===== config.mk =====
export PLATFORM = sky130hd
export DESIGN_NAME = fdr_cell
export DESIGN_NICKNAME = d
export VERILOG_FILES = /design/src/rtl/frame_delta_regression_unit_macros.svh /design/src/rtl/fdr_pkg.sv /design/src/rtl/fdr_cell.sv
export SDC_FILE = /design/constraint.sdc
export NUM_CORES = 1
export LEC_CHECK = 0
export ABC_AREA = 1
export BUFFER_PORTS_ARGS = -buffer_cell sky130_fd_sc_hd__buf_4
export CAP_MARGIN = 20
export CORE_UTILIZATION = 30
export DETAILED_ROUTE_END_ITERATION = 10
export GPL_TIMING_DRIVEN = 1
export SLEW_MARGIN = 20
export SYNTH_ARGS = -nofsm -noshare
export SYNTH_HDL_FRONTEND = slang
export SYNTH_SLANG_ARGS = --single-unit

===== constraint.sdc =====
create_clock -name clk -period 6.1 [get_ports clk]
set_input_delay 0.305 -clock clk [delete_from_list [all_inputs] [get_ports clk]]
set_output_delay 0.305 -clock clk [all_outputs]
set_load 0.02 [all_outputs]

===== src/rtl/frame_delta_regression_unit_macros.svh =====
// Assertion macros shared by the frame delta regression RTL.
`ifndef FRAME_DELTA_REGRESSION_UNIT_MACROS_SVH
`define FRAME_DELTA_REGRESSION_UNIT_MACROS_SVH

// The condition must hold in the same cycle as the trigger.
`define FDR_ASSERT_SAME(lbl, trig, cond, msg) \
  lbl: assert property (@(posedge clk) disable iff (rst) (trig) |-> (cond)) else $error(msg);

// The condition must hold in the cycle after the trigger.
`define FDR_ASSERT_NEXT(lbl, trig, cond, msg) \
  lbl: assert property (@(posedge clk) disable iff (rst) (trig) |=> (cond)) else $error(msg);

`endif


===== src/rtl/fdr_pkg.sv =====
// Types, constants and the reciprocal table of the frame delta regression unit.
package fdr_pkg;

  localparam int VALUE_BITS = 24;
  localparam int MAX_HALF   = 4;
  localparam int MAX_ORDER  = 16;
  localparam int LINE_DEPTH = 2 * MAX_HALF;

  localparam int POS_W    = 4;
  localparam int HALF_W   = 3;
  localparam int COUNT_W  = 5;
  localparam int FRAMES_W = 4;

  // A tap times a weight of at most MAX_HALF in magnitude.
  localparam int TERM_W = VALUE_BITS + 4;
  // The window sum stays below 20 * 2^23 in magnitude.
  localparam int SUM_W  = VALUE_BITS + 5;
  localparam int MAG_W  = VALUE_BITS + 4;

  // Division by 2D+1 is a multiplication by ceil(2^32 / (2D+1)).
  localparam int RECIP_W     = 31;
  localparam int RECIP_SHIFT = 32;
  localparam int PROD_W      = MAG_W + RECIP_W;
  localparam int QUOT_W      = PROD_W - RECIP_SHIFT;

  localparam int OUT_BITS    = 26;
  localparam int IN_TDATA_W  = 24;
  localparam int OUT_TDATA_W = 32;
  localparam int CFG_IDX_W   = 1;

  localparam logic [CFG_IDX_W-1:0] REG_WINDOW_HALF = 1'b0;
  localparam logic [CFG_IDX_W-1:0] REG_COEFF_COUNT = 1'b1;

  typedef struct packed {
    logic [POS_W-1:0] pos;
    logic             last;
  } meta_t;

  // A half width of zero always gives a zero sum, so its entry is zero.
  function automatic logic [RECIP_W-1:0] recip(input logic [HALF_W-1:0] half);
    logic [RECIP_W-1:0] r;
    unique case (half)
      3'd1:    r = 31'd1431655766;
      3'd2:    r = 31'd858993460;
      3'd3:    r = 31'd613566757;
      3'd4:    r = 31'd477218589;
      default: r = '0;
    endcase
    return r;
  endfunction

endpackage


===== src/rtl/fdr_cell.sv =====
// One cell of the frame delay line: one past frame, its tap and its weighted term.
module fdr_cell #(
  parameter int TAP = 1
) (
  input  logic                                   clk,
  input  logic                                   rst,
  input  logic                                   shift,
  input  logic                                   clear,
  input  logic [fdr_pkg::POS_W-1:0]              pos,
  input  logic [fdr_pkg::HALF_W-1:0]             half,
  input  logic signed [fdr_pkg::VALUE_BITS-1:0]  din,
  output logic signed [fdr_pkg::VALUE_BITS-1:0]  dout,
  output logic signed [fdr_pkg::TERM_W-1:0]      term
);

  localparam int VALUE_BITS = fdr_pkg::VALUE_BITS;
  localparam int HALF_W     = fdr_pkg::HALF_W;
  localparam int WEIGHT_W   = HALF_W + 2;
  localparam logic [WEIGHT_W-1:0] TAP_POS = WEIGHT_W'(TAP);

  logic signed [VALUE_BITS-1:0]          frame_mem [fdr_pkg::MAX_ORDER];
  logic [fdr_pkg::MAX_ORDER-1:0]         filled;
  logic [fdr_pkg::MAX_ORDER-1:0]         pos_sel;
  logic [WEIGHT_W-1:0]                   twice_half;
  logic signed [WEIGHT_W-1:0]            weight;
  logic signed [VALUE_BITS+WEIGHT_W-1:0] product;

  // An entry never written since the utterance start reads as zero.
  assign dout = (filled[pos] && !clear) ? frame_mem[pos] : '0;

  assign pos_sel = {{(fdr_pkg::MAX_ORDER-1){1'b0}}, 1'b1} << pos;

  // Tap TAP frames back carries weight TAP - D inside the window, zero beyond it.
  assign twice_half = {1'b0, half, 1'b0};
  assign weight     = (TAP_POS <= twice_half) ? $signed(TAP_POS - {2'b00, half}) : '0;
  assign product    = dout * weight;

  always_ff @(posedge clk) begin
    if (rst) begin
      filled <= '0;
    end else if (shift) begin
      if (clear) begin
        filled <= pos_sel;
      end else begin
        filled <= filled | pos_sel;
      end
    end
  end

  always_ff @(posedge clk) begin
    if (shift) begin
      frame_mem[pos] <= din;
      term           <= product[fdr_pkg::TERM_W-1:0];
    end
  end

endmodule


# ---- Word level (Yosys, flattened, before mapping)
# Memory sizes are Yosys's and may differ from the RTL's.
# Cells that the tools add are included.
dict set report word_totals {
  ff_bits 44
  mem_count 1
  input_bits 35
  ram_bits 384
  out_inout_bits 52
  word_cells 18
}
dict set report op_classes {
  order_cmp 2
  add_sub_neg 1
  bitwise 1
  shifts 1
  n_mux 7
  reduce_logical 2
  multipliers 1
}
# name depth width read_ports rd_clocked_by_memory_dff write_ports line_no
set memory_table {}
lappend memory_table {frame_mem 16 24 1 0 1 fdr_cell.sv:21} ;# logic signed [VALUE_BITS-1:0] frame_mem [fdr_pkg::MAX_ORDER];
# cell count
set ops {}
lappend ops {{multiplier 24 x 5 -> 28 bit} 1}
lappend ops {{2-to-1 mux 24 bit} 1}
lappend ops {{2-to-1 mux 16 bit} 1}
lappend ops {{OR 16 bit} 1}
lappend ops {{left shift 1 x 4 -> 16 bit, first input constant} 1}
lappend ops {{less-than comparator 4 x 5 -> 1 bit, second input constant} 1}
lappend ops {{2-to-1 mux 5 bit} 1}
lappend ops {{binary-select mux 1 bit (select 4 bit)} 1}
lappend ops {{less-or-equal comparator 1 x 4 -> 1 bit, first input constant} 1}
lappend ops {{subtractor 1 x 3 -> 4 bit, first input constant} 1}
lappend ops {{2-to-1 mux 1 bit} 3}
lappend ops {{logical AND 1 bit} 1}
lappend ops {{logical NOT 1 bit} 1}

# ---- Longest topological paths before layout
# Gate-level depths: netlist of run 1.
dict set report depth {
  depth_word 5
  depth_mapped 35
  mapped_depth_nobuf 32
}

# ---- Worst setup path after synthesis of run 1
# No wires, ideal clock.
dict set report synth_path {
  path_kind {input port to flip-flop}
  startpoint {in half[1] (netlist bit)}
  endpoint {reg term[14] (netlist bit), data pin}
  n_path_buf 3
  path_slack_ps 1524
  t_required_ps 5835
  setup_ps 265
  arrival_ps 4310
  stages 19
  path_cell_list {inv_1 -> ha_1 -> buf_2 -> clkinv_1 -> o21ai_1 -> clkbuf_1 -> nor2_1 -> fa_1 -> fa_1 -> inv_1 -> fa_1 -> inv_1 -> ha_1 -> clkbuf_1 -> a21oi_1 -> nand3_1 -> a21oi_1 -> o21ai_0 -> xor2_1}
}
dict set report synth_via {
  elab_chain_len 3
  word_cells_on_any_way 4
  cone_classes {add/sub: 1; mul: 1; order compare: 1; mux: 1}
}
# item line_no
set synth_rtl {}
lappend synth_rtl {{from (decl)} fdr_cell.sv:10} ;# input logic [fdr_pkg::HALF_W-1:0] half,
lappend synth_rtl {{less-or-equal comparator 1 x 4 -> 1 bit / subtractor 1 x 3 -> 4 bit (equally long branches)} fdr_cell.sv:35} ;# assign weight = (TAP_POS <= twice_half) ? $signed(TAP_POS - {2'b00, half}) : '0;
lappend synth_rtl {{2-to-1 mux 5 bit (*)} fdr_cell.sv:35}
lappend synth_rtl {{multiplier 24 x 5 -> 28 bit (*)} fdr_cell.sv:36} ;# assign product = dout * weight;
lappend synth_rtl {{via product[14]} fdr_cell.sv:26} ;# logic signed [VALUE_BITS+WEIGHT_W-1:0] product;
lappend synth_rtl {{to (signal assigned)} fdr_cell.sv:53} ;# term <= product[fdr_pkg::TERM_W-1:0];
lappend synth_rtl {{to (decl)} fdr_cell.sv:13} ;# output logic signed [fdr_pkg::TERM_W-1:0] term
# Mark *: on every way through the listed nets, which the timed path passes. The rest lies on a longest branch.
# A chain may end at the register's enable or synchronous reset.

# ---- Worst setup path after layout of run 1
dict set report layout_path {
  startpoint {in pos[0] (netlist bit)}
  endpoint {reg term[21] (netlist bit), data pin}
}
dict set report layout_via {
  elab_chain_len 5
  word_cells_on_any_way 6
  cone_classes {mul: 1; mux: 3; reduce/logical: 1; memory: 1}
}
# item line_no
set layout_rtl {}
lappend layout_rtl {{from (decl)} fdr_cell.sv:9} ;# input logic [fdr_pkg::POS_W-1:0] pos,
lappend layout_rtl {{binary-select mux 1 bit (select 4 bit)} fdr_cell.sv:29} ;# assign dout = (filled[pos] && !clear) ? frame_mem[pos] : '0;
lappend layout_rtl {{2-to-1 mux 1 bit (implied by the code)} fdr_cell.sv:29}
lappend layout_rtl {{logical AND 1 bit} fdr_cell.sv:29}
lappend layout_rtl {{2-to-1 mux 24 bit (*)} fdr_cell.sv:29}
lappend layout_rtl {{multiplier 24 x 5 -> 28 bit (*)} fdr_cell.sv:36}
lappend layout_rtl {{via product[21]} fdr_cell.sv:26}
# Mark *: on every way through the listed nets, which the timed path passes. The rest lies on a longest branch. The select of a mux whose other input is x is not followed.

==> flow_metrics.py, run 1 <==
metrics = {
    "status": {
        "status": "completed",
    },
    "timing": {
        "drv_slew": 0,
        "finalSetupViolations": 0,
        "rsz0062_at_grt": "no",
        "tns_ns": 0,
        "fmax_ghz": 0.197,
        "worst_slew_pin_slew_ns": 1.04,
        "fin_crit_sh_pct": 83.4,
        "slew_headroom_pct": 30.7,
        "hold_violations": 0,
        "clock_skew_ns": 0.0223,
        "fin_crit_ns": 5.09,
    },
    "logic_synthesis": {
        "yosys_warnings": 0,
        "muxShareOfSynthArea_pct": 0,
        "syn_area_um2": 20500,
        "ys_seq_elements": 428,
        "synth_area_per_cell_um2": 11.7,
        "synthSimpleGateAreaFrac_pct": 13.0,
        "synth_edf_count": 412,
        "synth_fa_ha_area_share_pct": 10.2,
        "syn_nets": 1919,
        "synth-xor-area-share_pct": 1.07,
        "synth.top_cell.area_share_pct": 60.2,
        "synth_area_leader_cell": "edfxtp_1",
        "synth_cell_types": 37,
        "syn_inst": 1760,
        "seq_area_frac_synth_pct": 61.8,
        "ys.flop_type": "edfxtp_1",
        "synth_top_family_by_area": "simple AND/OR/NAND/NOR gates",
        "synthArstFlopShare_pct": 0,
        "synth_compound_area_share_pct": 7.73,
        "synthTopCellsByArea": "edfxtp_1 60%, fa_1 7.0%, nor2_1 4.3%",
    },
    "cts": {
        "cts_tree": "done",
        "post_cts_buffers": 0,
        "clkSinkCount": 428,
        "root_buffer": "clkbuf_16",
        "cts-htree-levels": 2,
        "cts_inserted_buffers": 44,
        "path_clk_slew_ns": 0.06,
        "clock_path_buffers": 3,
        "clock_latency_ns": 0.58,
    },
    "power_and_ir_drop": {
        "powerDensity_nw_per_um2": 276,
        "vdd_drop_max_v": 0.000211,
        "leakagePower_nw": 9.49,
    },
    "route": {
        "via_count": 13502,
        "antenna_left": 0,
        "routed_wl_um": 52900,
        "wl_per_cell_um": 19.2,
        "drtPass1Iterations": 5,
        "viasPerCell": 4.90,
        "first_iter_violations": 1018,
        "drc": 0,
    },
    "finish": {
        "final_cells": 2755,
        "drive_gt1_share_pct": 12.9,
        "diodes": 0,
        "fin_area_um2": 23700,
        "fin_nets": 2014,
        "fill_cells": 6548,
        "area_delta_synth_final_pct": 15.5,
        "finish.utilization_pct": 35.1,
    },
    "placed_design": {
        "io_buffers": 86,
        "placed_area_um2": 22300,
        "dpl.hpwl_um": 33600,
        "post-place-cells": 2680,
        "gp_congestion": 0.881,
    },
    "critical_path": {
        "r2r_start": "filled[10]$_SDFFE_PP0P_",
        "path_max_fanout": 50,
        "arrival_ns": 5.40,
        "cp-end-kind": "flip-flop",
        "rrSetupSlack_ns": 1.11,
        "worstRegToRegCells": 22,
        "start_kind": "input port",
        "critPathKind": "in2reg",
        "crit_required_ns": 6.41,
        "reg2reg_to": "term[22]$_DFFE_PP_",
    },
    "hold_path": {
        "worstHoldPathCells": 1,
        "hold_path_class": "in2reg",
        "holdPathEnd": "frame_mem[11][10]$_DFFE_PP_",
        "min_from": "din[10]",
    },
    "floorplan": {
        "core_um2": 67500,
        "rows": 95,
        "die-area_um2": 69500,
        "die_y_um": 264,
        "dieWidth_um": 264,
        "initial_core_util_pct": 30.4,
        "ios": 87,
    },
    "global_route": {
        "grt_pass1_vias": 13595,
        "grt_max_degree": 98,
        "antenna_found_initial": 3,
        "grt_usage_pct": 15.2,
        "grt_remaining_overflow": 0,
        "grt_pass1_wl_um": 81600,
    },
    "job": {
        "drv_cap": 0,
    },
}
-- cells in the final DEF, fill, tap and decap left out, types with 45 or more instances in the layout --
cell       Yosys  routed
inv_1        213     212
fa_1          72      72
o31ai_1       74      74
o22ai_1      100     100
nor3_1       109      98
edfxtp_1     412     412
nand2_1      224     224
clkbuf_16      0      45
ha_1          52      52
buf_4         13     118
nor2_1       238     232
-- stage by stage --
step	hold slack [ns]	setup slack, ns	total power (W)
after floorplan	0.404	1.52	0.00376
after CTS	0.00385	1.07	0.00658
after global placement	0.459	0.498	0.00399
final	0.0259	1.01	0.00654
after global routing	0.0144	0.593	0.00676
after detailed placement	0.470	0.473	0.00400
-- cell usage after synthesis, types with 2 or more instances --
| cell | n |
|---|---|
| a21oi_1 | 42 |
| a31oi_1 | 2 |
| buf_1 | 3 |
| buf_2 | 34 |
| buf_4 | 13 |
| buf_6 | 9 |
| clkbuf_1 | 20 |
| clkinv_1 | 2 |
| dfxtp_1 | 16 |
| edfxtp_1 | 412 |
| fa_1 | 72 |
| ha_1 | 52 |
| inv_1 | 213 |
| inv_2 | 6 |
| nand2_1 | 224 |
| nand2_2 | 19 |
| nand3_1 | 18 |
| nand4_1 | 8 |
| nor2_1 | 238 |
| nor2_2 | 9 |
| nor2_4 | 3 |
| nor3_1 | 109 |
| nor4_1 | 3 |
| o21ai_0 | 20 |
| o21ai_1 | 3 |
| o21bai_1 | 4 |
| o22ai_1 | 100 |
| o31ai_1 | 74 |
| xnor2_1 | 8 |
| xor2_1 | 17 |
-- registers in the layout, indices dropped and copies added, names as in the netlist --
signal and cells:
filled 16, term 28, frame_mem 384
-- how the worst max path moves through the flow --
stage | startpoint | to | slack, ns | cells past startpoint
floorplan | half[1] | term[14]$_DFFE_PP_ | 1.52 | 19
global placement | pos[1] | term[26]$_DFFE_PP_ | 0.50 | 24
detailed placement | pos[0] | term[21]$_DFFE_PP_ | 0.47 | 23
global route | pos[0] | term[21]$_DFFE_PP_ | 0.59 | 23
CTS | pos[0] | term[21]$_DFFE_PP_ | 1.07 | 23
finish | pos[0] | term[21]$_DFFE_PP_ | 1.01 | 23
-- cell type report --
cell class	instances	area (um^2)	share of cell area, %
Multi-Input combinational cell	1032	6660	28.1
Clock inverter	15	169	0.712
Clock buffer	58	1190	5.04
Tap cell	873	1090	4.60
Inverter	221	830	3.50
Timing Repair Buffer	128	1080	4.56
Sequential cell	428	12700	53.5
-- worst max-delay path, stage by stage --
cell     delay, ns
buf_4         0.18
inv_2         0.20
nor2_1        0.08
inv_2         0.24
buf_12        0.30
nor2_1        0.08
o31ai_1       0.23
nand2_1       0.11
nor2_1        0.28
nand2_2       0.17
nor2_1        0.17
fa_1          0.45
fa_1          0.49
inv_1         0.05
fa_1          0.47
inv_1         0.04
ha_1          0.34
a21oi_1       0.27
o21ai_0       0.21
a21oi_1       0.22
nand2_1       0.13
a21oi_1       0.23
xnor2_1       0.11
-- logic make-up (layout without fill, tap and decap cells) --
| family | Yosys count | count (layout) |
|---|---|---|
| buffers and inverters | 300 | 422 |
| AOI/OAI and AO/OA | 250 | 250 |
| xor gates and xnor gates | 25 | 25 |
| and+or+nand+nor | 633 | 633 |
| adders and majority gates | 124 | 124 |
| DFF | 428 | 428 |
-- what timing repair did --
item / 4_1_cts / 5_1_grt
hold buffers: 2 / 0
endpoints found under the hold margin: 17 / 0
resized for setup: 0 / 0
-- where the power goes --
part,switching (W),leakage (nW),internal (W)
logic,0.000428,4.97,0.000189
registers,0.0000184,3.86,0.00331
clock network,0.00112,0.659,0.00147
total,0.00157,9.49,0.00497
-- per-layer routing --
metal,vias up,share of wire [%],GRT usage [%]
met5,-,0.074,0
met4,6,1.8,3.32
met3,87,6.0,2.95
met2,389,50,26.8
met1,6726,42,19.3
li1,6294,-,-
No activity file was read; power rests on OpenSTA's default activity.
==> run 2: changes to the inputs <==
==> constraint.sdc (replaced) <==
create_clock -name clk -period 4.41 [get_ports clk]
set_input_delay 0.2205 -clock clk [delete_from_list [all_inputs] [get_ports clk]]
set_output_delay 0.2205 -clock clk [all_outputs]
set_load 0.02 [all_outputs]
==> run 2 against run 1 <==
The run now ends with setup timing left. Clock skew rose by 0.017 ns. Sequential cell count is the same. Sequential power increased by 39%. First-iteration DRC count up 6.4%. Clock power rose by 42%. Die area did not move. Via count is 6.4% higher. Count of clock-buffer cells in the layout is 5 lower. Power increased by 45%. Largest cell class unchanged. Highest routed layer unchanged.
==> flow_metrics.py, run 2 (synthesis results as in run 1) <==
metrics = {
    "timing": {
        "slew_headroom_pct": 25.8,
        "tns_ns": -0.0421,
        "whs_ns": 0.124,
        "clock_skew_ns": 0.0389,
        "fin_ws_ns": -0.0318,
        "drv_slew": 0,
        "fmax_ghz": 0.225,
        "fin_crit_sh_pct": 101,
        "hold_violations": 0,
        "fin_crit_ns": 4.44,
        "rsz0062_at_grt": "yes",
        "finalSetupViolations": 3,
        "worst_slew_pin_slew_ns": 1.11,
    },
    "critical_path": {
        "critPathKind": "reg2reg",
        "path_buf_inv": 5,
        "arrival_ns": 4.77,
        "crit_required_ns": 4.74,
        "cp-end-kind": "flip-flop",
        "slowest_stage": "fa_1",
        "crit_family": "adder cells",
        "path_max_fanout": 7,
        "cpPeakStageDelay_ns": 0.49,
        "start_kind": "flip-flop",
        "crit_top_cell": "nand2_1",
    },
    "finish": {
        "fin_nets": 2229,
        "multi_input_area_um2": 7310,
        "largest_register_ffs": 384,
        "regArea_um2": 12700,
        "area_delta_synth_final_pct": 28.7,
        "top_register": "frame_mem",
        "largestRegisters": "frame_mem x384, term x28, filled x16",
        "final_common_cell": "edfxtp_1",
        "fill_cells": 6366,
        "finish.utilization_pct": 39.2,
        "drive_gt1_share_pct": 26.7,
        "layout_common_cells": "412 x edfxtp_1, 284 x buf_4, 202 x nand2_1, 202 x inv_1, 197 x nor2_1",
    },
    "cts": {
        "path_clk_slew_ns": 0.06,
        "clock_path_buffers": 3,
        "clock_latency_ns": 0.60,
        "cts_inserted_buffers": 45,
        "root_buffer": "clkbuf_16",
        "cts_tree": "done",
        "cts-htree-levels": 2,
        "clkSinkCount": 428,
    },
    "placed_design": {
        "gp_congestion": 0.853,
        "placement.setup.worst_slack_ns": -0.616,
        "io_buffers": 86,
        "dpl.hpwl_um": 37500,
    },
    "route": {
        "via_count": 14372,
        "wl_met1_um": 23400,
        "viasPerCell": 4.82,
        "wl_met3_um": 3180,
        "antenna_left": 0,
        "met2_length_um": 28400,
        "drtPass1Iterations": 5,
        "dr.max_layer_used": "met5",
        "first_iter_violations": 1083,
        "wl_per_cell_um": 19.0,
        "routed_wl_um": 56600,
        "drc": 0,
    },
    "power_and_ir_drop": {
        "powerDensity_nw_per_um2": 358,
        "vdd_drop_max_v": 0.000263,
        "leakagePower_nw": 10.7,
    },
    "floorplan": {
        "ios": 87,
        "die_y_um": 264,
        "initial_core_util_pct": 30.4,
        "core_um2": 67500,
        "rows": 95,
        "die-area_um2": 69500,
        "dieWidth_um": 264,
    },
    "hold_path": {
        "hold_path_class": "in2reg",
    },
    "global_route": {
        "grt_max_degree": 42,
        "grt_usage_pct": 16.2,
        "grt_pass1_vias": 14635,
        "antenna_found_initial": 4,
        "grt_pass1_wl_um": 86600,
        "grt_remaining_overflow": 0,
    },
    "status": {
        "status": "finished, violations left",
        "violations": "setup timing",
    },
    "job": {
        "drv_cap": 0,
    },
}
-- run 2: cell count changes in the layout (fill, tap and decap cells not counted), sizes merged --
cell / delta
clkinvlp: -1
buf: +190
clkinv: +14
clkbuf: -4
bufinv: +1
diode: +1
dlygate4sd3: +23
-- run 2: where the power goes --
part / leakage (nW) / internal (W) / switching, W / total [W]
Clock: 0.699 / 0.00208 / 0.00161 / 0.00369
Sequential: 3.86 / 0.00457 / 0.0000263 / 0.00460
Combinational: 6.17 / 0.000474 / 0.000698 / 0.00117
Total: 10.7 / 0.00712 / 0.00234 / 0.00946
-- run 2: final timing paths --
path / from / end / slack, ns / cells past startpoint
setup / recovery: filled[10]$_SDFFE_PP0P_ / term[27]$_DFFE_PP_ / -0.03 / 27
hold / removal: shift / term[5]$_DFFE_PP_ / 0.12 / 1
setup reg to reg: filled[10]$_SDFFE_PP0P_ / term[27]$_DFFE_PP_ / -0.03 / 27
hold reg to reg: filled[8]$_SDFFE_PP0P_ / filled[8]$_SDFFE_PP0P_ / 0.47 / 2
-- run 2: routing by layer --
metal,GRT usage (%),vias up
met5,0,-
li1,-,6733
met1,20.4,7062
met2,28.4,463
met3,2.35,108
met4,5.44,6
-- run 2: worst reg2reg max path: cells and delay by family, from the launching register on --
family | cells | cell delay (ns)
adder cells (fa/ha/maj) | 4 | 1.72
AND/OR/NAND/NOR | 18 | 1.67
buffers and inverters | 5 | 0.47
flip-flops | 1 | 0.33
-- run 2: timing repair --
action,in CTS,in global routing
pin swaps,8,35
hold endpoints to repair,400,0
setup buffers,2,7
gates cloned,2,1
endpoints found under the setup margin,16,21
hold buffers,25,0
resized for setup,70,92
-- run 2: cell type report --
class | instances | area share [%]
Sequential cell | 428 | 48.0
Timing Repair Buffer | 342 | 11.6
Clock inverter | 29 | 1.07
Tap cell | 873 | 4.13
Multi-Input combinational cell | 1032 | 27.6
Inverter | 221 | 3.14
Antenna cell | 1 | 0.00946
Clock buffer | 53 | 4.37
-- run 2: stage by stage --
stage | total power [W] | instances | instance area [um^2]
global route | 0.00979 | 2979 | 26400
finish | 0.00946 | 2979 | 26400
CTS | 0.00947 | 2970 | 26000
global placement | 0.00570 | 2858 | 23900
detailed placement | 0.00572 | 2859 | 23900
floorplan | 0.00521 | 1760 | 20500
