**src/rtl/frame_delta_regression_unit_macros.svh**
```systemverilog
// Assertion macros shared by the frame delta regression RTL.
`ifndef FRAME_DELTA_REGRESSION_UNIT_MACROS_SVH
`define FRAME_DELTA_REGRESSION_UNIT_MACROS_SVH

// The condition must hold in the same cycle as the trigger.
`define FDR_ASSERT_SAME(lbl, trig, cond, msg) \
  lbl: assert property (@(posedge clk) disable iff (rst) (trig) |-> (cond)) else $error(msg);

// The condition must hold in the cycle after the trigger.
`define FDR_ASSERT_NEXT(lbl, trig, cond, msg) \
  lbl: assert property (@(posedge clk) disable iff (rst) (trig) |=> (cond)) else $error(msg);

`endif

```
**src/rtl/fdr_pkg.sv**
```systemverilog
// Types, constants and the reciprocal table of the frame delta regression unit.
package fdr_pkg;

  localparam int VALUE_BITS = 24;
  localparam int MAX_HALF   = 4;
  localparam int MAX_ORDER  = 16;
  localparam int LINE_DEPTH = 2 * MAX_HALF;

  localparam int POS_W    = 4;
  localparam int HALF_W   = 3;
  localparam int COUNT_W  = 5;
  localparam int FRAMES_W = 4;

  // A tap times a weight of at most MAX_HALF in magnitude.
  localparam int TERM_W = VALUE_BITS + 4;
  // The window sum stays below 20 * 2^23 in magnitude.
  localparam int SUM_W  = VALUE_BITS + 5;
  localparam int MAG_W  = VALUE_BITS + 4;

  // Division by 2D+1 is a multiplication by ceil(2^32 / (2D+1)).
  localparam int RECIP_W     = 31;
  localparam int RECIP_SHIFT = 32;
  localparam int PROD_W      = MAG_W + RECIP_W;
  localparam int QUOT_W      = PROD_W - RECIP_SHIFT;

  localparam int OUT_BITS    = 26;
  localparam int IN_TDATA_W  = 24;
  localparam int OUT_TDATA_W = 32;
  localparam int CFG_IDX_W   = 1;

  localparam logic [CFG_IDX_W-1:0] REG_WINDOW_HALF = 1'b0;
  localparam logic [CFG_IDX_W-1:0] REG_COEFF_COUNT = 1'b1;

  typedef struct packed {
    logic [POS_W-1:0] pos;
    logic             last;
  } meta_t;

  // A half width of zero always gives a zero sum, so its entry is zero.
  function automatic logic [RECIP_W-1:0] recip(input logic [HALF_W-1:0] half);
    logic [RECIP_W-1:0] r;
    unique case (half)
      3'd1:    r = 31'd1431655766;
      3'd2:    r = 31'd858993460;
      3'd3:    r = 31'd613566757;
      3'd4:    r = 31'd477218589;
      default: r = '0;
    endcase
    return r;
  endfunction

endpackage

```
**src/rtl/fdr_recip_div.sv**
```systemverilog
// Signed division of the window sum by 2D+1 through a reciprocal multiply, with saturation.
module fdr_recip_div (
  input  logic                                 clk,
  input  logic                                 rst,
  input  logic                                 advance,
  input  logic                                 in_valid,
  input  logic signed [fdr_pkg::SUM_W-1:0]     sum,
  input  logic [fdr_pkg::HALF_W-1:0]           half,
  input  fdr_pkg::meta_t                       in_meta,
  output logic                                 out_valid,
  output logic signed [fdr_pkg::OUT_BITS-1:0]  quotient,
  output fdr_pkg::meta_t                       out_meta
);

  localparam int SUM_W    = fdr_pkg::SUM_W;
  localparam int MAG_W    = fdr_pkg::MAG_W;
  localparam int QUOT_W   = fdr_pkg::QUOT_W;
  localparam int OUT_BITS = fdr_pkg::OUT_BITS;

  logic                          va;
  logic [MAG_W-1:0]              mag_a;
  logic                          neg_a;
  logic [fdr_pkg::RECIP_W-1:0]   recip_a;
  fdr_pkg::meta_t                meta_a;

  logic                          vb;
  logic [fdr_pkg::PROD_W-1:0]    prod_b;
  logic                          neg_b;
  fdr_pkg::meta_t                meta_b;

  logic [SUM_W-1:0]              mag_full;
  logic [QUOT_W-1:0]             quot;
  logic signed [QUOT_W:0]        signed_quot;
  logic signed [OUT_BITS-1:0]    sat_quot;

  assign mag_full = sum[SUM_W-1] ? -sum : sum;

  assign quot        = prod_b[fdr_pkg::PROD_W-1:fdr_pkg::RECIP_SHIFT];
  assign signed_quot = neg_b ? -$signed({1'b0, quot}) : $signed({1'b0, quot});

  // Clamp to the output range when the upper bits are not a sign extension.
  always_comb begin
    if (!signed_quot[QUOT_W] && (|signed_quot[QUOT_W-1:OUT_BITS-1])) begin
      sat_quot = {1'b0, {(OUT_BITS-1){1'b1}}};
    end else if (signed_quot[QUOT_W] && !(&signed_quot[QUOT_W-1:OUT_BITS-1])) begin
      sat_quot = {1'b1, {(OUT_BITS-1){1'b0}}};
    end else begin
      sat_quot = signed_quot[OUT_BITS-1:0];
    end
  end

  always_ff @(posedge clk) begin
    if (rst) begin
      va        <= 1'b0;
      vb        <= 1'b0;
      out_valid <= 1'b0;
    end else if (advance) begin
      va        <= in_valid;
      vb        <= va;
      out_valid <= vb;
    end
  end

  always_ff @(posedge clk) begin
    if (advance) begin
      mag_a    <= mag_full[MAG_W-1:0];
      neg_a    <= sum[SUM_W-1];
      recip_a  <= fdr_pkg::recip(half);
      meta_a   <= in_meta;
      prod_b   <= mag_a * recip_a;
      neg_b    <= neg_a;
      meta_b   <= meta_a;
      quotient <= sat_quot;
      out_meta <= meta_b;
    end
  end

endmodule

```
**config.mk**
```make
export PLATFORM = sky130hd
export DESIGN_NAME = fdr_recip_div
export DESIGN_NICKNAME = d
export VERILOG_FILES = /design/src/rtl/frame_delta_regression_unit_macros.svh /design/src/rtl/fdr_pkg.sv /design/src/rtl/fdr_recip_div.sv
export SDC_FILE = /design/constraint.sdc
export NUM_CORES = 1
export LEC_CHECK = 0
export BUFFER_PORTS_ARGS = -buffer_cell sky130_fd_sc_hd__buf_2
export CAP_MARGIN = 10
export CORE_ASPECT_RATIO = 1.75
export CORE_UTILIZATION = 30
export DETAILED_ROUTE_END_ITERATION = 10
export PLACE_DENSITY = 0.45
export SYNTH_ARGS = -nofsm -noshare
export SYNTH_HDL_FRONTEND = slang
export SYNTH_SLANG_ARGS = --single-unit
```
**constraint.sdc**
```tcl
create_clock -name clk -period 10.39 [get_ports clk]
set_input_delay 0.5195 -clock clk [delete_from_list [all_inputs] [get_ports clk]]
set_output_delay 0.5195 -clock clk [all_outputs]
set_load 0.01 [all_outputs]
```
== After elaboration in Yosys (flattened, before gate mapping) ==
Cells that the tools add are included.
Word-level totals
  bits in registers: 164
  input port bits: 41
  output and inout port bits: 32
  word-level logic and storage cells: 32
Operators by class
  add/subtract/negate cells: 2
  multiply operators: 1
  eq/ne operators: 4
  multiplexer cells: 4
  reductions and logical operators: 6
Operators with widths (count)
  one-hot mux 31 bit (4 select lines): 1
  multiplier 28 x 31 -> 59 bit: 1
  two-way mux 28 bit: 2
  negator 27 -> 28 bit: 1
  negator 28 bit: 1
  two-way mux 26 bit: 1
  equality test 3 x 2 -> 1 bit, second input constant: 2
  equality test 3 x 1 -> 1 bit, second input constant: 1
  equality test 3 bit, second input constant: 1
  logical AND 1 bit: 2
  zero test 1 bit: 2
  AND reduction 2 bit: 1
  OR reduction 2 bit: 1

== Logic depth before layout (Yosys ltp) ==
Gate-level depths: netlist of run 1.
  word-level depth: 6
  mapped depth: 28
  mapped depth without buffers: 26

== Worst setup path after synthesis of run 1 ==
OpenSTA, ideal clock, no wires.
  path type: register to register
  start: register recip_a[24] (netlist bit)
  end: register prod_b[54] (netlist bit) (data pin)
  library setup time: 0.261 ns
  data arrival time: 6.973 ns
  data required time: 10.129 ns
  slack: 3.156 ns
  cell stages (with the launch flop): 26
  path buffers: 2
  path through: edfxtp_1 clkbuf_1 clkbuf_1 nand2_1 fa_1 inv_1 fa_1 inv_1 fa_1 fa_1 inv_1 fa_1 fa_1 inv_1 fa_1 inv_1 ha_1 a21o_1 a221oi_1 o22ai_1 nor4_1 nor2_1 a21oi_1 a211oi_1 or2_2 a311o_1
On the way
  longest elaborated chain between the ends: 1
Ends and longest elaborated chain
  start: declaration: line fdr_recip_div.sv:23  | logic [fdr_pkg::RECIP_W-1:0] recip_a;
  start signal: assignment: line fdr_recip_div.sv:68  | recip_a <= fdr_pkg::recip(half);
  multiplier 28 x 31 -> 59 bit: line fdr_recip_div.sv:70  | prod_b <= mag_a * recip_a;
  end signal: assignment: line fdr_recip_div.sv:70
  end: declaration: line fdr_recip_div.sv:27  | logic [fdr_pkg::PROD_W-1:0] prod_b;
Every way passes these cells.
A chain may end at the register's enable or synchronous reset.

== Final worst setup path of run 1 ==
Same ends and word-level chain as after synthesis.

==> impl_metrics.prom, run 1 <==
# TYPE chip_impl_metric gauge
chip_impl_info{name="status",value="complete, no violations"} 1
chip_impl_info{name="synth_area_leaders",value="sky130_fd_sc_hd__fa_1 41%, sky130_fd_sc_hd__edfxtp_1 14%, sky130_fd_sc_hd__ha_1 12%, sky130_fd_sc_hd__inv_1 11%, sky130_fd_sc_hd__and2_1 5.5%"} 1
chip_impl_metric{name="dieWidth",unit="um"} 217
chip_impl_metric{name="postCtsHoldBufs",unit=""} 0
chip_impl_metric{name="multi_input_gate_area",unit="um2"} 17900
chip_impl_metric{name="nFillCells",unit=""} 8237
chip_impl_metric{name="cp_max_fo",unit=""} 28
chip_impl_metric{name="boundaryPins",unit=""} 73
chip_impl_info{name="layout_common_cells",value="734 x sky130_fd_sc_hd__inv_1, 502 x sky130_fd_sc_hd__fa_1, 232 x sky130_fd_sc_hd__ha_1"} 1
chip_impl_metric{name="flops_latches_synth",unit=""} 113
chip_impl_metric{name="synth.yosys.warnings",unit=""} 0
chip_impl_metric{name="final_std_cells_w_o_fill",unit=""} 3571
chip_impl_metric{name="dpl.hpwl",unit="um"} 72400
chip_impl_metric{name="worst-slew-pin-transition",unit="ns"} 1.28
chip_impl_metric{name="chipHeight",unit="um"} 379
chip_impl_metric{name="route.vias.total",unit=""} 16500
chip_impl_metric{name="worst-endpoint-required",unit="ns"} 10.60
chip_impl_metric{name="fin_crit",unit="ns"} 8.88
chip_impl_metric{name="post_cts_repair_resize_count",unit=""} 0
chip_impl_metric{name="viasPerCell",unit=""} 4.63
chip_impl_metric{name="finalNetCount",unit=""} 3291
chip_impl_metric{name="setup.reg_to_reg.worst_slack",unit="ns"} 1.51
chip_impl_metric{name="worst-endpoint-arrival",unit="ns"} 9.09
chip_impl_metric{name="core_box_area",unit="um2"} 80100
chip_impl_metric{name="port_buffers",unit=""} 72
chip_impl_metric{name="synth.lib_cells_used.distinct",unit=""} 66
chip_impl_metric{name="asyncSetResetFlopFracSynth",unit="%"} 0
chip_impl_metric{name="globalplace.congestion",unit=""} 0.999
chip_impl_metric{name="clock_path_buffers",unit=""} 2
chip_impl_info{name="critical_path_start_end_classification",value="flip-flop to flip-flop"} 1
chip_impl_info{name="rsz0062_at_grt",value="no"} 1
chip_impl_info{name="end_kind",value="flip-flop"} 1
chip_impl_metric{name="seq_area_frac_synth",unit="%"} 13.8
chip_impl_metric{name="clk-insertion-delay-late",unit="ns"} 0.46
chip_impl_metric{name="timing.final.crit_share",unit="%"} 85.5
chip_impl_info{name="clockRootBuffer",value="sky130_fd_sc_hd__clkbuf_16"} 1
chip_impl_metric{name="effective_utilization_at_floorplan",unit="%"} 30.4
chip_impl_metric{name="max-slew-margin-rel",unit="%"} 14.3
chip_impl_metric{name="globalRoute.totalOverflow",unit=""} 0
chip_impl_metric{name="synth.top_cell.area_share",unit="%"} 41.3
chip_impl_metric{name="finalHoldViolations",unit=""} 0
chip_impl_metric{name="grt.total_usage",unit="%"} 20.4
chip_impl_metric{name="flow.area_growth_from_synthesis",unit="%"} 8.32
chip_impl_info{name="class_of_the_tightest_hold_or_removal_check",value="primary input to flip-flop"} 1
chip_impl_metric{name="synthesis.instances",unit=""} 2494
chip_impl_metric{name="placedCellCount",unit=""} 3539
chip_impl_metric{name="maxCapViolCount",unit=""} 0
chip_impl_info{name="synth_top_area_cell",value="sky130_fd_sc_hd__fa_1"} 1
chip_impl_metric{name="placementRows",unit=""} 137
chip_impl_metric{name="syn_nets",unit=""} 3269
chip_impl_metric{name="grt_antenna_before_repair",unit=""} 1
chip_impl_metric{name="cts_htree_levels",unit=""} 4
chip_impl_metric{name="cts_buffers",unit=""} 17
chip_impl_metric{name="largest_net_degree_at_the_start_of_global_routing",unit=""} 73
chip_impl_metric{name="totalWireLength",unit="um"} 80600
chip_impl_metric{name="timing.fmax",unit="GHz"} 0.113
chip_impl_info{name="final_common_cell",value="sky130_fd_sc_hd__inv_1"} 1
chip_impl_metric{name="report.final.setup_viol",unit=""} 0
chip_impl_metric{name="path_clk_slew",unit="ns"} 0.06
chip_impl_metric{name="slew_violations",unit=""} 0
chip_impl_metric{name="route.detailed.wl_per_inst",unit="um"} 22.6
chip_impl_metric{name="drive_above_1_share",unit="%"} 5.14
chip_impl_metric{name="setup_tns",unit="ns"} 0
chip_impl_metric{name="iteration_0_drc_count_of_the_detailed_router",unit=""} 721
chip_impl_metric{name="post-cts-setup-buffers",unit=""} 0
chip_impl_info{name="most_used_flip_flop_cell_after_synthesis",value="sky130_fd_sc_hd__edfxtp_1"} 1
chip_impl_metric{name="drt_pre_antenna_iters",unit=""} 5
chip_impl_metric{name="detail_route.drc_violations",unit=""} 0
chip_impl_info{name="critical_path.startpoint_type",value="flip-flop"} 1
chip_impl_metric{name="route.antenna.remaining_nets",unit=""} 0
chip_impl_metric{name="area_taken_by_flip_flops_and_latches",unit="um2"} 3360
chip_impl_metric{name="tritoncts_num_sinks",unit=""} 113
chip_impl_metric{name="antennaDiodeCount",unit=""} 0
chip_impl_metric{name="fin_worst_skew",unit="ns"} 0.00710
chip_impl_metric{name="grt_pass1_vias",unit=""} 18600
chip_impl_metric{name="floorplan.die_area",unit="um2"} 82400
chip_impl_metric{name="synthesis.area_per_instance",unit="um2"} 9.77
chip_impl_info{name="cts_tree",value="built"} 1
chip_impl_metric{name="netlist_area",unit="um2"} 24400
chip_impl_metric{name="final.hold.worst_slack",unit="ns"} 0.242
chip_impl_metric{name="number_of_enable_flip_flop_cells_after_synthesis",unit=""} 110
chip_impl_metric{name="grt_first_pass_wirelength",unit="um"} 119000
==> sequential cells by signal, summed over array words and instances, names as in the netlist, 5 cells and up <==
register	flops
mag_a	28
meta_a	5
meta_b	5
out_meta	5
prod_b	27
quotient	26
recip_a	12
==> synthesized netlist by cell type (5+ instances only) <==
library cell / number
sky130_fd_sc_hd__nand2b_1: 5
sky130_fd_sc_hd__o41ai_1: 10
sky130_fd_sc_hd__o21ai_0: 44
sky130_fd_sc_hd__o21bai_1: 9
sky130_fd_sc_hd__fa_1: 502
sky130_fd_sc_hd__clkbuf_1: 74
sky130_fd_sc_hd__ha_1: 232
sky130_fd_sc_hd__a21oi_1: 44
sky130_fd_sc_hd__and2_1: 215
sky130_fd_sc_hd__nor2_1: 35
sky130_fd_sc_hd__xnor2_1: 48
sky130_fd_sc_hd__edfxtp_1: 110
sky130_fd_sc_hd__and3_1: 6
sky130_fd_sc_hd__a31oi_1: 8
sky130_fd_sc_hd__nor4_1: 8
sky130_fd_sc_hd__o21ai_1: 20
sky130_fd_sc_hd__nand4_1: 12
sky130_fd_sc_hd__nand2_1: 183
sky130_fd_sc_hd__nand3_1: 15
sky130_fd_sc_hd__inv_1: 734
sky130_fd_sc_hd__a221oi_1: 6
sky130_fd_sc_hd__a21o_1: 33
sky130_fd_sc_hd__nor2b_1: 9
sky130_fd_sc_hd__a211oi_1: 6
sky130_fd_sc_hd__xor2_1: 32
sky130_fd_sc_hd__nor3_1: 17
sky130_fd_sc_hd__o31ai_1: 11
==> path summary, 6_finish.rpt <==
check / from / to / cells past startpoint
max: recip_a[24]$_DFFE_PP_ / prod_b[54]$_DFFE_PP_ / 23
min: in_meta[1] / meta_a[1]$_DFFE_PP_ / 1
min reg2reg: meta_b[4]$_DFFE_PP_ / out_meta[4]$_DFFE_PP_ / 0
max reg2reg: recip_a[24]$_DFFE_PP_ / prod_b[54]$_DFFE_PP_ / 23
==> area by class of cell <==
cell class	instances	share of cell area, %
clock buffer	17	1.61
inverter	734	10.4
sequential	113	12.7
tap	1042	4.94
timing repair buffer	82	1.66
clock inverter	15	0.683
multi-input combinational	1568	67.9
==> per-stage QoR <==
step / util, % / area [um2] / setup slack, ns
floorplan: - / 24400 / 3.16
global placement: 32.2 / 25800 / 1.45
detailed placement: 32.2 / 25800 / 1.47
CTS: 33.0 / 26400 / 1.45
global route: 33.0 / 26400 / 1.15
finish: 33.0 / 26400 / 1.51
==> routing by layer <==
layer	part of all wire, %	wire length (um)	vias to the layer above	global-route usage, %
met5	0	0	-	0
met4	8.1	6560	0	14.9
met3	2.8	2220	156	2.15
met2	55	44000	395	38.8
met1	35	27800	8467	20.2
li1	-	-	7526	-
==> worst max-delay path: stages (launching register included) <==
cell	delay, ns
sky130_fd_sc_hd__edfxtp_1	1.19
sky130_fd_sc_hd__nand2_1	0.19
sky130_fd_sc_hd__fa_1	0.59
sky130_fd_sc_hd__inv_1	0.05
sky130_fd_sc_hd__fa_1	0.65
sky130_fd_sc_hd__inv_1	0.11
sky130_fd_sc_hd__fa_1	0.50
sky130_fd_sc_hd__fa_1	0.53
sky130_fd_sc_hd__inv_1	0.06
sky130_fd_sc_hd__fa_1	0.51
sky130_fd_sc_hd__fa_1	0.49
sky130_fd_sc_hd__inv_1	0.07
sky130_fd_sc_hd__fa_1	0.48
sky130_fd_sc_hd__inv_1	0.04
sky130_fd_sc_hd__ha_1	0.32
sky130_fd_sc_hd__a21o_1	0.21
sky130_fd_sc_hd__a221oi_1	0.42
sky130_fd_sc_hd__o22ai_1	0.17
sky130_fd_sc_hd__nor3_1	0.33
sky130_fd_sc_hd__nand4_1	0.26
sky130_fd_sc_hd__a21oi_1	0.50
sky130_fd_sc_hd__a211oi_1	0.22
sky130_fd_sc_hd__or2_2	0.37
sky130_fd_sc_hd__a311o_1	0.35
==> logic make-up (layout without fill, tap and decap cells) <==
family | count (synthesis) | count (layout) | synth area share, %
AO/OA/AOI/OAI | 220 | 220 | 5.95
XOR/XNOR | 80 | 80 | 2.88
adder cells (fa/ha/maj) | 734 | 734 | 53.2
buffers and inverters | 813 | 848 | 12.6
flip-flops | 113 | 113 | 13.8
multiplexers | 4 | 4 | 0.164
AND/OR/NAND/NOR | 530 | 530 | 11.4
Power of run 1 is left out: the tool's default activity adds up to more than one toggle a clock period on the data nets, which glitch-free logic cannot reach.
==> inputs of run 2 (changes only) <==
--- a/config.mk
+++ b/config.mk
@@ -10,7 +10,7 @@
 export CORE_ASPECT_RATIO = 1.75
 export CORE_UTILIZATION = 30
 export DETAILED_ROUTE_END_ITERATION = 10
-export PLACE_DENSITY = 0.45
+export PLACE_DENSITY = 0.47
 export SYNTH_ARGS = -nofsm -noshare
 export SYNTH_HDL_FRONTEND = slang
 export SYNTH_SLANG_ARGS = --single-unit
==> constraint.sdc (replaced) <==
create_clock -name clk -period 7.4 [get_ports clk]
set_input_delay 0.37 -clock clk [delete_from_list [all_inputs] [get_ports clk]]
set_output_delay 0.37 -clock clk [all_outputs]
set_load 0.01 [all_outputs]
==> run 2 against run 1 <==
Global-route usage rose by 0.63 points; first-iteration DRC count shrank 3.9%; core utilization grew 5.2 points; maximum frequency grew 17%; routed wire length rose by 4.8%; final cell count grew 12%; the flow now finishes with violations (negative setup slack); die area is the same.
==> impl_metrics.prom, run 2 (synthesis results as in run 1) <==
# TYPE chip_impl_metric gauge
chip_impl_info{name="status",value="complete, but fails checks"} 1
chip_impl_info{name="failed_checks",value="negative setup slack"} 1
chip_impl_info{name="cp_slowest_cell",value="sky130_fd_sc_hd__fa_2"} 1
chip_impl_metric{name="cts_buffers",unit=""} 17
chip_impl_metric{name="globalplace.congestion",unit=""} 0.932
chip_impl_metric{name="nFillCells",unit=""} 8097
chip_impl_metric{name="port_buffers",unit=""} 72
chip_impl_metric{name="timing.fmax",unit="GHz"} 0.132
chip_impl_metric{name="boundaryPins",unit=""} 73
chip_impl_metric{name="fin_worst_skew",unit="ns"} 0.0120
chip_impl_metric{name="detail_route.drc_violations",unit=""} 0
chip_impl_info{name="largest-register",value="mag_a"} 1
chip_impl_metric{name="maxCapViolCount",unit=""} 0
chip_impl_metric{name="antennaDiodeCount",unit=""} 0
chip_impl_metric{name="setup_slack",unit="ns"} -0.202
chip_impl_metric{name="report.final.setup_viol",unit=""} 8
chip_impl_metric{name="setup_tns",unit="ns"} -1.01
chip_impl_metric{name="finalHoldViolations",unit=""} 0
chip_impl_info{name="top_regs",value="mag_a: 28 flops, prod_b: 27 flops, quotient: 26 flops"} 1
chip_impl_metric{name="path_clk_slew",unit="ns"} 0.06
chip_impl_metric{name="route.antenna.remaining_nets",unit=""} 0
chip_impl_info{name="critical_path.startpoint_type",value="flip-flop"} 1
chip_impl_metric{name="floorplan.die_area",unit="um2"} 82400
chip_impl_metric{name="slew_violations",unit=""} 0
chip_impl_metric{name="largest_net_degree_at_the_start_of_global_routing",unit=""} 62
chip_impl_metric{name="max-slew-margin-rel",unit="%"} 37.6
chip_impl_info{name="final_common_cell",value="sky130_fd_sc_hd__inv_1"} 1
chip_impl_metric{name="route.detailed.wl_per_inst",unit="um"} 21.2
chip_impl_info{name="worst_path_most_repeated_cell",value="sky130_fd_sc_hd__fa_2"} 1
chip_impl_metric{name="worst-endpoint-required",unit="ns"} 7.61
chip_impl_metric{name="worst-endpoint-arrival",unit="ns"} 7.81
chip_impl_metric{name="drive_above_1_share",unit="%"} 24.2
chip_impl_metric{name="post-route-cell-area",unit="um2"} 30500
chip_impl_metric{name="clock_path_buffers",unit=""} 2
chip_impl_metric{name="largest_register_ff_count",unit=""} 28
chip_impl_metric{name="effective_utilization_at_floorplan",unit="%"} 30.4
chip_impl_metric{name="flow.area_growth_from_synthesis",unit="%"} 25.4
chip_impl_metric{name="grt.total_usage",unit="%"} 21.0
chip_impl_metric{name="multi_input_gate_area",unit="um2"} 18600
chip_impl_info{name="critical_path_start_end_classification",value="flip-flop to flip-flop"} 1
chip_impl_metric{name="finalNetCount",unit=""} 3705
chip_impl_metric{name="timing.final.crit_share",unit="%"} 103
chip_impl_metric{name="globalRoute.totalOverflow",unit=""} 0
chip_impl_metric{name="clk-insertion-delay-late",unit="ns"} 0.47
chip_impl_info{name="clockRootBuffer",value="sky130_fd_sc_hd__clkbuf_16"} 1
chip_impl_metric{name="grt_antenna_before_repair",unit=""} 2
chip_impl_metric{name="totalWireLength",unit="um"} 84500
chip_impl_metric{name="cts_htree_levels",unit=""} 4
chip_impl_info{name="layout_common_cells",value="696 x sky130_fd_sc_hd__inv_1, 446 x sky130_fd_sc_hd__fa_1, 372 x sky130_fd_sc_hd__buf_4"} 1
chip_impl_metric{name="grt_first_pass_wirelength",unit="um"} 123000
chip_impl_info{name="rsz0062_at_grt",value="yes"} 1
chip_impl_metric{name="dpl.hpwl",unit="um"} 75800
chip_impl_metric{name="viasPerCell",unit=""} 4.52
chip_impl_metric{name="area_taken_by_flip_flops_and_latches",unit="um2"} 3360
chip_impl_metric{name="chipHeight",unit="um"} 379
chip_impl_metric{name="tritoncts_num_sinks",unit=""} 113
chip_impl_metric{name="iteration_0_drc_count_of_the_detailed_router",unit=""} 693
chip_impl_metric{name="cp_max_fo",unit=""} 6
chip_impl_metric{name="drt_pre_antenna_iters",unit=""} 4
chip_impl_metric{name="max_stage_delay",unit="ns"} 0.68
chip_impl_info{name="end_kind",value="flip-flop"} 1
chip_impl_metric{name="worst-path-buf-inv",unit=""} 10
chip_impl_metric{name="dieWidth",unit="um"} 217
chip_impl_metric{name="final.hold.worst_slack",unit="ns"} 0.0821
chip_impl_metric{name="placementRows",unit=""} 137
chip_impl_metric{name="grt_pass1_vias",unit=""} 20300
chip_impl_metric{name="worst-slew-pin-transition",unit="ns"} 0.936
chip_impl_info{name="cts_tree",value="built"} 1
chip_impl_metric{name="postLayoutCoreUtil",unit="%"} 38.1
chip_impl_metric{name="dpl-instance-area",unit="um2"} 28600
chip_impl_metric{name="core_box_area",unit="um2"} 80100
chip_impl_metric{name="route.vias.total",unit=""} 18000
chip_impl_info{name="worst_path_dominant_cell_family",value="adder cells"} 1
chip_impl_metric{name="fin_crit",unit="ns"} 7.60
chip_impl_info{name="class_of_the_tightest_hold_or_removal_check",value="primary input to flip-flop"} 1
==> run 2: changes by cell type in the layout (fill, tap and decap cells not counted), moves of 10 or more <==
cell	before	now
sky130_fd_sc_hd__and2_1	215	198
sky130_fd_sc_hd__ha_1	232	219
sky130_fd_sc_hd__inv_2	0	37
sky130_fd_sc_hd__inv_1	734	696
sky130_fd_sc_hd__buf_12	0	10
sky130_fd_sc_hd__buf_6	0	39
sky130_fd_sc_hd__and2_4	0	17
sky130_fd_sc_hd__buf_4	11	372
sky130_fd_sc_hd__ha_4	0	13
sky130_fd_sc_hd__fa_2	0	56
sky130_fd_sc_hd__fa_1	502	446
==> run 2: final timing paths <==
kind | from | endpoint | slack, ns | cells after the start
min | in_meta[1] | meta_a[1]$_DFFE_PP_ | 0.08 | 1
max reg2reg | recip_a[29]$_DFFE_PP_ | prod_b[57]$_DFFE_PP_ | -0.20 | 28
max | recip_a[29]$_DFFE_PP_ | prod_b[57]$_DFFE_PP_ | -0.20 | 28
min reg2reg | meta_b[3]$_DFFE_PP_ | out_meta[3]$_DFFE_PP_ | 0.42 | 0
==> run 2: what timing repair did <==
action / 4_1_cts / 5_1_grt
resized for setup: 135 / 106
pin swaps: 71 / 65
setup buffers: 31 / 21
cloned: 1 / 1
endpoints found under the setup margin: 19 / 22
hold buffers: 0 / 0
==> run 2: layout make-up <==
type,instances,share of cell area (%)
well taps,1042,4.27
repair buffers,496,12.7
clock inverters,15,0.598
flip-flops and latches,113,11.0
multi-input cells,1568,61.0
clock buffers,17,1.39
inverters,734,9.04
==> run 2: worst reg2reg max path: cells and delay by family (launching register included) <==
kind | cells | cell delay [ns]
xor+xnor | 1 | 0.13
flops | 1 | 0.42
fa+ha+maj | 8 | 3.88
buf+inv | 10 | 1.14
compound gates | 5 | 1.24
simple gates | 4 | 0.53
==> run 2: stage by stage <==
stage	cells	worst slack (ns)
after global routing	3985	-0.459
after detailed placement	3902	-0.491
after CTS	3966	-0.177
after global placement	3902	-0.524
after floorplan	2494	0.166
final	3985	-0.202
==> run 2: layer usage <==
| metal | part of all wire (%) | global-route usage [%] |
|---|---|---|
| met1 | 35 | 20.8 |
| met2 | 57 | 41.9 |
| met3 | 2.0 | 1.91 |
| met4 | 6.0 | 11.3 |
| met5 | 0.011 | 0 |
Power of run 2 is left out for the same reason.
